### src/date_validate_and_day_difference_top_macros.svh
// Assertion macros for the date validate and day difference block.
// Included by the RTL files that carry concurrent assertions.
`ifndef DATE_VALIDATE_AND_DAY_DIFFERENCE_TOP_MACROS_SVH
`define DATE_VALIDATE_AND_DAY_DIFFERENCE_TOP_MACROS_SVH

`ifndef SYNTH

`define DVD_ASSERT_IMPLY(lbl, clk, rst_n, ante, cons) \
	lbl: assert property (@(posedge clk) disable iff (!rst_n) (ante) |-> cons) \
		else $error("dvd assertion failed");

`define DVD_ASSERT_NEXT(lbl, clk, rst_n, ante, cons) \
	lbl: assert property (@(posedge clk) disable iff (!rst_n) (ante) |=> cons) \
		else $error("dvd assertion failed");

`else

`define DVD_ASSERT_IMPLY(lbl, clk, rst_n, ante, cons)

`define DVD_ASSERT_NEXT(lbl, clk, rst_n, ante, cons)

`endif

`endif

### src/dvd_pkg.sv
// Shared constants, types and calendar functions of the date difference block.
// No dependencies.
package dvd_pkg;

	localparam int YEAR_BITS_DEF = 14;
	localparam int YEAR_MAX_BITS = 16;
	localparam int CENT_BITS = 10;
	localparam int DAY_NUM_BITS = 25;
	localparam int DIFF_BITS = 22;
	localparam logic [DIFF_BITS-1:0] DIFF_MAX = '1;

	localparam int DIV100_SHIFT = 23;
	localparam logic [16:0] DIV100_MULT = 17'd83887;

	localparam int STATUS_TIME_BAD = 0;
	localparam int STATUS_DATE_BAD = 1;

	localparam logic [3:0] MONTH_JAN = 4'd1;
	localparam logic [3:0] MONTH_FEB = 4'd2;
	localparam logic [3:0] MONTH_DEC = 4'd12;

	typedef struct packed {
		logic                    date_ok;
		logic [DAY_NUM_BITS-1:0] num;
	} dvd_day_t;

	function automatic logic [8:0] days_before(input logic [3:0] month);
		logic [8:0] d;
		case (month)
			4'd1:    d = 9'd0;
			4'd2:    d = 9'd31;
			4'd3:    d = 9'd59;
			4'd4:    d = 9'd90;
			4'd5:    d = 9'd120;
			4'd6:    d = 9'd151;
			4'd7:    d = 9'd181;
			4'd8:    d = 9'd212;
			4'd9:    d = 9'd243;
			4'd10:   d = 9'd273;
			4'd11:   d = 9'd304;
			4'd12:   d = 9'd334;
			default: d = 9'd0;
		endcase
		return d;
	endfunction

	function automatic logic [4:0] month_len(input logic [3:0] month, input logic leap);
		logic [4:0] len;
		case (month)
			4'd2:                     len = leap ? 5'd29 : 5'd28;
			4'd4, 4'd6, 4'd9, 4'd11:  len = 5'd30;
			default:                  len = 5'd31;
		endcase
		return len;
	endfunction

endpackage

### src/dvd_day_num.sv
// Three-stage date check and day number unit: divide by 100, leap and
// validity with partial sums, final add. Depends on dvd_pkg.
module dvd_day_num
	import dvd_pkg::*;
#(
	parameter int YEAR_BITS = YEAR_BITS_DEF
) (
	input  logic                 clk,
	input  logic [YEAR_BITS-1:0] year,
	input  logic [3:0]           month,
	input  logic [4:0]           day,
	input  logic                 rec_ok,
	output dvd_day_t             res
);

	logic [YEAR_MAX_BITS-1:0] year_ext;
	logic [32:0]              prod100;
	logic [CENT_BITS-1:0]     cent_s1;
	logic [YEAR_MAX_BITS-1:0] year_s1;
	logic [3:0]               month_s1;
	logic [4:0]               day_s1;
	logic                     rec_ok_s1;

	logic [6:0]               rem_c;
	logic                     leap_c;
	logic                     date_ok_c;
	logic [14:0]              ceil4_c;
	logic [10:0]              ceil100_c;
	logic [8:0]               ceil400_c;
	logic [14:0]              leaps_c;
	logic [8:0]               offset_c;

	logic [DAY_NUM_BITS-1:0]  y365_s2;
	logic [14:0]              leaps_s2;
	logic [8:0]               offset_s2;
	logic                     date_ok_s2;
	logic                     rec_ok_s2;

	assign year_ext = YEAR_MAX_BITS'(year);
	assign prod100  = 33'(year_ext) * 33'(DIV100_MULT);

	always_ff @(posedge clk) begin
		cent_s1   <= prod100[DIV100_SHIFT +: CENT_BITS];
		year_s1   <= year_ext;
		month_s1  <= month;
		day_s1    <= day;
		rec_ok_s1 <= rec_ok;
	end

	always_comb begin
		rem_c     = 7'(year_s1 - YEAR_MAX_BITS'(cent_s1) * YEAR_MAX_BITS'(100));
		leap_c    = ((year_s1[1:0] == 2'd0) && (rem_c != 7'd0)) ||
		            ((rem_c == 7'd0) && (cent_s1[1:0] == 2'd0));
		date_ok_c = (month_s1 inside {[MONTH_JAN:MONTH_DEC]}) && (day_s1 != 5'd0) &&
		            (day_s1 <= month_len(month_s1, leap_c));
		ceil4_c   = 15'((17'(year_s1) + 17'd3) >> 2);
		ceil100_c = 11'(cent_s1) + 11'(rem_c != 7'd0);
		ceil400_c = 9'(cent_s1 >> 2) + 9'((rem_c != 7'd0) || (cent_s1[1:0] != 2'd0));
		leaps_c   = ceil4_c - 15'(ceil100_c) + 15'(ceil400_c);
		offset_c  = days_before(month_s1) + 9'(day_s1) +
		            9'((month_s1 > MONTH_FEB) && leap_c);
	end

	always_ff @(posedge clk) begin
		y365_s2    <= DAY_NUM_BITS'(year_s1) * DAY_NUM_BITS'(365);
		leaps_s2   <= leaps_c;
		offset_s2  <= offset_c;
		date_ok_s2 <= date_ok_c;
		rec_ok_s2  <= rec_ok_s1;
	end

	always_ff @(posedge clk) begin
		res.date_ok <= date_ok_s2;
		res.num     <= (date_ok_s2 && rec_ok_s2) ?
		               (y365_s2 + DAY_NUM_BITS'(leaps_s2) + DAY_NUM_BITS'(offset_s2)) : '0;
	end

endmodule

### src/date_validate_and_day_difference_top.sv
// Top level of the date validate and day difference block.
// Depends on dvd_pkg, dvd_day_num and the assertion macro header.
//
// Usage: a request is taken at a rising clock edge where start is high and
// busy is low. It carries a first date with a time of day and a second date.
// Busy is always low, so a new request may follow in every cycle.
// After a request is taken, done is high for exactly one cycle
// with first_status (bit 0 bad time, bit 1 bad date), second_ok and
// day_difference, the absolute difference of the two day numbers counted
// from year 0. A bad first record or a bad second date counts as day 0.
// Throughput is one request per cycle. A request passes through the registered
// divide by 100, multiply by 365, day number add and difference stages.
// The receiver cannot stall, so results are never held back.
// Reset clears the stage valid bits; no result appears until a request
// is taken after reset.
`include "date_validate_and_day_difference_top_macros.svh"

module date_validate_and_day_difference_top
	import dvd_pkg::*;
#(
	parameter int YEAR_BITS = YEAR_BITS_DEF
) (
	input  logic                 clk,
	input  logic                 arst_n,
	input  logic                 start,
	output logic                 busy,
	input  logic [YEAR_BITS-1:0] first_year,
	input  logic [3:0]           first_month,
	input  logic [4:0]           first_day,
	input  logic [4:0]           first_hour,
	input  logic [5:0]           first_minute,
	input  logic [5:0]           first_second,
	input  logic [YEAR_BITS-1:0] second_year,
	input  logic [3:0]           second_month,
	input  logic [4:0]           second_day,
	output logic                 done,
	output logic [1:0]           first_status,
	output logic                 second_ok,
	output logic [DIFF_BITS-1:0] day_difference
);

	logic                    time_ok_c;
	logic                    v_s1, v_s2, v_s3;
	logic                    tbad_s1, tbad_s2, tbad_s3;
	dvd_day_t                first_res;
	dvd_day_t                second_res;
	logic [DAY_NUM_BITS-1:0] diff_c;

	assign busy      = 1'b0;
	assign time_ok_c = (first_hour < 5'd24) && (first_minute < 6'd60) &&
	                   (first_second < 6'd60);

	dvd_day_num #(.YEAR_BITS(YEAR_BITS)) u_first (
		.clk    (clk),
		.year   (first_year),
		.month  (first_month),
		.day    (first_day),
		.rec_ok (time_ok_c),
		.res    (first_res)
	);

	dvd_day_num #(.YEAR_BITS(YEAR_BITS)) u_second (
		.clk    (clk),
		.year   (second_year),
		.month  (second_month),
		.day    (second_day),
		.rec_ok (1'b1),
		.res    (second_res)
	);

	always_ff @(posedge clk or negedge arst_n) begin
		if (!arst_n) begin
			v_s1 <= 1'b0;
			v_s2 <= 1'b0;
			v_s3 <= 1'b0;
			done <= 1'b0;
		end else begin
			v_s1 <= start && !busy;
			v_s2 <= v_s1;
			v_s3 <= v_s2;
			done <= v_s3;
		end
	end

	always_ff @(posedge clk) begin
		tbad_s1 <= !time_ok_c;
		tbad_s2 <= tbad_s1;
		tbad_s3 <= tbad_s2;
	end

	assign diff_c = (first_res.num > second_res.num) ?
	                (first_res.num - second_res.num) : (second_res.num - first_res.num);

	always_ff @(posedge clk) begin
		first_status[STATUS_TIME_BAD] <= tbad_s3;
		first_status[STATUS_DATE_BAD] <= !first_res.date_ok;
		second_ok                     <= second_res.date_ok;
		day_difference                <= (diff_c > DAY_NUM_BITS'(DIFF_MAX)) ?
		                                 DIFF_MAX : DIFF_BITS'(diff_c);
	end

	`DVD_ASSERT_IMPLY(a_latency, clk, arst_n, start && !busy, ##4 done)
	`DVD_ASSERT_IMPLY(a_no_spurious, clk, arst_n, !(start && !busy), ##4 !done)
	`DVD_ASSERT_IMPLY(a_both_bad_zero, clk, arst_n, done && !second_ok && (first_status != 2'b00), day_difference == '0)
	`DVD_ASSERT_NEXT(a_dates_bad_zero, clk, arst_n, v_s3 && !first_res.date_ok && !second_res.date_ok, day_difference == '0)

endmodule

### config.mk
export PLATFORM = sky130hd
export DESIGN_NAME = date_validate_and_day_difference_top
export DESIGN_NICKNAME = d
export VERILOG_FILES = /design/src/dvd_pkg.sv /design/src/dvd_day_num.sv /design/src/date_validate_and_day_difference_top.sv
export VERILOG_INCLUDE_DIRS = /design/src /design/src/src
export SDC_FILE = /design/constraint.sdc
export NUM_CORES = 1
export LEC_CHECK = 0
export BUFFER_PORTS_ARGS = -buffer_cell sky130_fd_sc_hd__buf_2
export CAP_MARGIN = 10
export CORE_ASPECT_RATIO = 1.4
export CORE_MARGIN = 2
export CORE_UTILIZATION = 45
export DETAILED_ROUTE_END_ITERATION = 8
export SYNTH_ARGS = -nofsm -noshare
export SYNTH_HDL_FRONTEND = slang
export SYNTH_SLANG_ARGS = --single-unit
### constraint.sdc
create_clock -name clk -period 12.61 [get_ports clk]
set_input_delay 1.8915 -clock clk [delete_from_list [all_inputs] [get_ports clk]]
set_output_delay 1.8915 -clock clk [all_outputs]
set_load 0.02 [all_outputs]
==> results of run 1 <==
[cells in the final DEF (no fill, tap or decap), drive strengths merged, types with 6 or more instances in the layout]
cell type	count
nor3	46
mux2i	25
nor2	137
o31a	6
a21boi	8
nand2	108
a211oi	11
a21o	49
o21a	24
nor3b	8
and3	16
or3	11
mux2	6
inv	604
xnor2	110
and2	8
fa	298
clkinv	8
nor2b	30
o21bai	15
ha	513
a31oi	14
clkbuf	32
a21oi	117
a2111oi	7
or2	8
o31ai	10
o21ai	86
dfxtp	256
buf	86
nand2b	16
xor2	39
o211ai	10
or4	7
nand3	49
nand3b	8
o211a	6
nand4	14
[critical path, cell delays in order]
cell,delay [ns]
buf_2,0.17
fa_1,0.63
inv_1,0.10
fa_1,0.51
inv_1,0.07
fa_1,0.52
fa_1,0.53
fa_1,0.50
ha_1,0.30
ha_1,0.32
a2111oi_0,0.39
a211oi_1,0.12
nand2_1,0.08
o21ai_0,0.12
o211ai_1,0.40
a21oi_1,0.23
o41ai_2,0.45
o21bai_1,0.13
xor2_1,0.16
[logic make-up after synthesis]
kind of cell | count (synthesis) | synth area share, %
adder cells (fa/ha/maj) | 811 | 46.21
other | 1 | 0.01399
flip-flops | 260 | 19.50
buffers and inverters | 628 | 8.936
XOR/XNOR | 149 | 4.870
AND/OR/NAND/NOR | 484 | 8.834
AO/OA/AOI/OAI | 413 | 10.28
multiplexers | 33 | 1.354
[power groups by stage]
stage	Combinational (mW)	Clock [mW]	Sequential, mW
finish	5.97	0.888	1.27
global route	6.88	0.952	1.30
CTS	6.05	0.919	1.28
detailed placement	5.99	0	1.30
global placement	5.86	0	1.29
floorplan	4.65	0	1.25
[layer usage]
| metal | part of all wire, % | GRT usage, % |
|---|---|---|
| met5 | 0 | 0 |
| met4 | 2.4 | 4.913 |
| met3 | 2.3 | 1.522 |
| met2 | 55 | 37.28 |
| met1 | 40 | 20.86 |
[per-stage QoR]
stage | power [mW] | util, % | std cells | setup slack (ns) | instance area, µm²
floorplan | 5.891 | - | 2779 | 5.696 | 26800
global placement | 7.148 | 47.71 | 3582 | 4.891 | 28020
detailed placement | 7.288 | 47.71 | 3582 | 4.850 | 28020
CTS | 8.248 | 49.45 | 3635 | 5.458 | 29040
global route | 9.131 | 49.45 | 3635 | 5.173 | 29040
finish | 8.131 | 49.45 | 3635 | 5.452 | 29040
[sequential cells by signal, summed over array words and instances (netlist names), 8 cells and up, named ones only]
register            flops
day_difference         22
u_first.cent_s1         8
u_first.leaps_s2       15
u_first.offset_s2       9
u_first.res            25
u_first.y365_s2        23
u_first.year_s1        14
u_second.cent_s1        8
u_second.leaps_s2      15
u_second.offset_s2      9
u_second.res           25
u_second.y365_s2       23
u_second.year_s1       14
[layout make-up]
type,instances,share of cell area (%)
timing repair buffer,86,1.499
tap,749,3.227
multi-input combinational,1891,66.06
clock inverter,21,0.8402
sequential,260,17.99
clock buffer,32,2.680
inverter,596,7.704
[final timing paths]
| check | endpoint | slack [ns] |
|---|---|---|
| setup / recovery | u_first.cent_s1[6] | 5.45 |
| hold / removal | first_status[0] | 0.32 |
| setup reg to reg | u_first.leaps_s2[14] | 6.58 |
| hold reg to reg | first_status[0] | 0.32 |
| max in group asynchronous | v_s2 | 11.40 |
| min in group asynchronous | v_s3 | 1.10 |
==> results.md, run 1 <==
- Clk_lat worst skew: 0.59 ns
- Slew margin rel.: 48.34%
- Global Route Usage Sum: 18.66%
- Startpoint types: input pin
- Setup crit end kind: register
- Setup TNS: 0 ns
- RSZ-0062 raised after global routing: false
- Cell accounting for the most synthesized area: ha_1
- Max cap viols: 0
- Switching Fraction: 47.79%
- RR Startpoint: u_first.cent_s1[0]
- DRC Markers: 0
- Row Count: 105
- Clock sinks: 260
- P_sw: 3.886 mW
- Logic pwr share: 73.4%
- Sequential share of power: 15.7%
- Post-DR vias/cell: 5.081
- Final WL: 55.37 mm
- Chip width: 210.2 µm
- Power density cells: 280.0 mW/mm²
- Share of cells above drive strength 1: 6.029%
- Initial drt markers: 544
- Crit path launch: first_year[11]
- Top-count cell post-synth: inv_1
- Inserted Clock Buffers: 29
- ANT cells: 0
- Worst EP required: 13.08 ns
- Crit Path Max Fanout: 6
- Final Cycle Share: 56.76%
- Area of the mapped netlist: 0.02680 mm²
- Postcts setup bufs: 0
- Core area: 0.05873 mm²
- CP arrival: 7.63 ns
- Area Overhead vs Synth: 8.362%
- Status: finished clean
- Starting density of the core: 45.63%
- Register area: 0.005225 mm²
- Total gr overflow: 0
- Max clock buf depth: 3
- H-tree Lvls: 1
- Final min period: 7.158 ns
- Seq/Total Area, Yosys: 19.50%
- Asr flop ratio synth: 1.538%
- Pleak: 14.75 nW
- Die height: 292.7 µm
- Synth Area per Inst: 9.643 µm²
- CP Class: input pin to register
- # setup viols final: 0
- Max Slew Vio Count: 0
- CTS resizes: 0
- WL/cell: 15.23 µm
- Reg2reg path depth: 24
- Synth cell count leaders: inv_1 (596), ha_1 (513), fa_1 (298), dfxtp_1 (256), nor2_1 (137)
- Max Clock Skew: 0.02075 ns
- Main synth FF type: dfxtp_1
- Highest Clock Rate: 0.1397 GHz
- Internal: 4.245 mW
- Root Buffer: clkbuf_16
- Slew @ Worst Pin: 0.7732 ns
- # port buffers: 84
- CTS clk-pin slew, worst paths: 0.06 ns
- Final Hold Slack: 0.3247 ns
- Io pins: 93
- Antenna Nets Post-Route: 0
- DP Wirelength: 48.50 mm
- Ys Warns: 0
- Initial antenna violation count: 1
- Vias in the first global route: 19,910
- GPL Wtd Cong: 0.8880
- Router iterations before antenna repair: 4
- Fill cells: 5,569
- Synth cell types: 81
- Post-synth EDFFs: 0
- Area of the multi-input gates: 0.01918 mm²
- Nets: 3,741
- Synth Register Bits: 260
- Synthesized Nets: 3,656
- Hold Path Origin: tbad_s3
- Maximum vdd drop: 0.1849 mV
- Global-route wire length before repair: 94.50 mm
- TritonCTS clock tree: yes
- Die area: 0.06155 mm²
- Hold Path Stages: 0
- Hold WC Path Type: register to register
- Clock network power share: 10.9%
- Hold buffer count at cts: 0
- Cells after Synth: 2,779
- Largest net degree at the start of global routing: 23
- Fin. Hold Viols: 0
- Synth area leaders: ha_1 (24%), fa_1 (22%), dfxtp_1 (19%)
- Top-area cell type share of the netlist area: 23.95%
- Vias: 18,470
Power figures use the tool's default switching activity.
==> run 2: changes to the inputs <==
--- a/config.mk
+++ b/config.mk
@@ -6,6 +6,7 @@
 export SDC_FILE = /design/constraint.sdc
 export NUM_CORES = 1
 export LEC_CHECK = 0
+export ABC_AREA = 1
 export BUFFER_PORTS_ARGS = -buffer_cell sky130_fd_sc_hd__buf_2
 export CAP_MARGIN = 10
 export CORE_ASPECT_RATIO = 1.4
==> constraint.sdc (replaced) <==
create_clock -name clk -period 7.1 [get_ports clk]
set_input_delay 1.065 -clock clk [delete_from_list [all_inputs] [get_ports clk]]
set_output_delay 1.065 -clock clk [all_outputs]
set_load 0.02 [all_outputs]
==> run 2 against run 1 <==
Die area grew 8.6%. Sequential cell count is the same. Area after synthesis grew 8.7%. Utilization shrank 0.41 points. Critical path depth is the same. Non-clock buffer count shrank 2. Cell count grew 25%. Critical endpoint is now u_first.cent_s1[5]. Largest cell class unchanged.
==> results.md, run 2 <==
- Final Hold Slack: 0.2892 ns (was 0.3247 ns)
- Slew margin rel.: 51.41% (was 48.34%)
- CP arrival: 5.95 ns (was 7.63 ns)
- Io pins: 93 (unchanged)
- Root Buffer: clkbuf_16 (unchanged)
- Crit Path Max Fanout: 6 (unchanged)
- Synthesized Nets: 4,451 (was 3,656)
- Chip width: 219.1 µm (was 210.2 µm)
- RR Startpoint: u_first.cent_s1[1] (was u_first.cent_s1[0])
- Reg2reg path depth: 21 (was 24)
- RSZ-0062 raised after global routing: false (unchanged)
- DP Wirelength: 57.73 mm (was 48.50 mm)
- Initial antenna violation count: 0 (was 1)
- Synth Area per Inst: 8.154 µm² (was 9.643 µm²)
- Main synth FF type: dfxtp_1 (unchanged)
- TritonCTS clock tree: yes (unchanged)
- Cell accounting for the most synthesized area: ha_1 (unchanged)
- Share of cells above drive strength 1: 5.444% (was 6.029%)
- Vias in the first global route: 22,970 (was 19,910)
- Ys Warns: 0 (unchanged)
- Placed Cells: 4,481 (was 3,582)
- Post-DR vias/cell: 4.854 (was 5.081)
- Synth area leaders: ha_1 (22%), fa_1 (20%), dfxtp_1 (18%) (was ha_1 (24%), fa_1 (22%), dfxtp_1 (19%))
- Hold buffer count at cts: 0 (unchanged)
- GPL Wtd Cong: 0.9210 (was 0.8880)
- Max Slew Vio Count: 0 (unchanged)
- WL/cell: 14.53 µm (was 15.23 µm)
- Cells after Synth: 3,574 (was 2,779)
- Final min period: 5.475 ns
- CTS clk-pin slew, worst paths: 0.06 ns (about the same)
- Crit path launch: first_year[11] (unchanged)
- Highest Clock Rate: 0.1826 GHz
- Synth cell count leaders: inv_1 (791), nand2_1 (653), ha_1 (513), fa_1 (298), dfxtp_1 (256) (was inv_1 (596), ha_1 (513), fa_1 (298), dfxtp_1 (256), nor2_1 (137))
- Most common cell after layout, fill and taps aside: inv_1 (unchanged)
- Worst EP required: 7.57 ns (was 13.08 ns)
- DRC Markers: 0 (unchanged)
- Synth Register Bits: 260 (unchanged)
- Postcts setup bufs: 0 (unchanged)
- Fin. Hold Viols: 0 (unchanged)
- Die height: 305.1 µm (was 292.7 µm)
- Seq/Total Area, Yosys: 17.93% (was 19.50%)
- Synth cell types: 50 (was 81)
- H-tree Lvls: 1 (unchanged)
- Commonest cells after routing, fill and taps aside: inv_1 (791), nand2_1 (653), ha_1 (513) (was inv_1 (596), ha_1 (513), fa_1 (298))
- Largest net degree at the start of global routing: 29 (was 23)
- Slew @ Worst Pin: 0.7271 ns (was 0.7732 ns)
- CTS resizes: 0 (unchanged)
- Initial drt markers: 702 (was 544)
- # setup viols final: 0 (unchanged)
- Starting density of the core: 45.44% (was 45.63%)
- CP Class: input pin to register (unchanged)
- Max cap viols: 0 (unchanged)
- ANT cells: 0 (unchanged)
- Global-route wire length before repair: 110.2 mm (was 94.50 mm)
- Max Clock Skew: 0.01609 ns (was 0.02075 ns)
- Startpoint types: input pin (unchanged)
- Vias: 22,000 (was 18,470)
- Post-Layout Cell Count: 4,532 (was 3,635)
- Die area: 0.06684 mm² (was 0.06155 mm²)
- Max clock buf depth: 3 (unchanged)
- Final Cycle Share: 77.12%
- Router iterations before antenna repair: 5 (was 4)
- Antenna Nets Post-Route: 0 (unchanged)
- Hold WC Path Type: input pin to asynchronous set/reset pin (was register to register)
- Status: finished clean (unchanged)
- Top flop regs: u_first.res: 25 flops, u_second.res: 25 flops (unchanged)
- Row Count: 110 (was 105)
- Asr flop ratio synth: 1.538% (unchanged)
- Clock sinks: 260 (unchanged)
- Total gr overflow: 0 (unchanged)
- Inserted Clock Buffers: 29 (unchanged)
- Core area: 0.06414 mm² (was 0.05873 mm²)
- Post-synth EDFFs: 0 (unchanged)
- Nets: 4,549 (was 3,741)
- Area Overhead vs Synth: 7.934% (was 8.362%)
- Final WL: 65.85 mm (was 55.37 mm)
- Top-area cell type share of the netlist area: 22.02% (was 23.95%)
- Global Route Usage Sum: 20.42% (was 18.66%)
- Top-count cell post-synth: inv_1 (unchanged)
- Area of the mapped netlist: 0.02914 mm² (was 0.02680 mm²)
- # port buffers: 84 (unchanged)
- Clk_lat worst skew: 0.58 ns (was 0.59 ns)
- Setup crit end kind: register (unchanged)
- Setup TNS: 0 ns (unchanged)
## run 2: path summary, 6_finish.rpt
| path | slack [ns] | to |
|---|---|---|
| max | 1.62 | u_first.cent_s1[5] |
| min | 0.29 | done |
| max reg2reg | 2.47 | u_first.leaps_s2[14] |
| min reg2reg | 0.33 | tbad_s3 |
| max in group asynchronous | 6.69 | v_s2 |
| min in group clk | 0.33 | tbad_s3 |
## run 2: through the flow
step	worst slack [ns]	utilization, %	cell area [µm²]
2_1_floorplan	1.576	-	29140
3_3_place_gp	1.017	47.55	30490
3_5_place_dp	1.044	47.55	30490
4_1_cts	1.637	49.04	31460
5_1_grt	1.324	49.04	31460
6_report	1.625	49.04	31460
## run 2: cells by family after synthesis
kind of cell,synth area share (%)
DFF,17.93
adders and majority gates,42.50
xor gates and xnor gates,3.997
other,0.01287
buffers and inverters,10.72
and+or+nand+nor,16.36
AOI/OAI and AO/OA,8.479
## run 2: layout make-up
class                   instances  area (µm²)
clock inverters                17       186.4
flip-flops and latches        260        5225
multi-input cells            2497       20790
well taps                     840        1051
inverters                     800        3005
clock buffers                  34       774.5
repair buffers                 84       420.4
fillers                      6497       32680
## run 2: worst max-delay path: stages
cell and delay, ns:
buf_2 0.17, fa_1 0.63, inv_1 0.10, fa_1 0.50
inv_1 0.06, fa_1 0.53, fa_1 0.55, inv_1 0.07
fa_1 0.53, inv_1 0.05, fa_1 0.45, ha_1 0.35
nand2_1 0.11, o21ai_0 0.25, a21oi_1 0.11, nor3_1 0.20
nor3_1 0.09, nand3_1 0.07, nand2_1 0.06
## run 2: metal layers
| layer | GRT usage (%) | share of wire, % | vias to the layer above |
|---|---|---|---|
| li1 | - | - | 11410 |
| met1 | 22.41 | 40 | 10240 |
| met2 | 40.96 | 55 | 256 |
| met3 | 1.477 | 2.0 | 92 |
| met4 | 5.783 | 2.7 | 0 |
| met5 | 0 | 0 | - |
Power of run 2 is not shown: default switching activity piles up to over one toggle a cycle in this logic, so the estimate is an artifact.
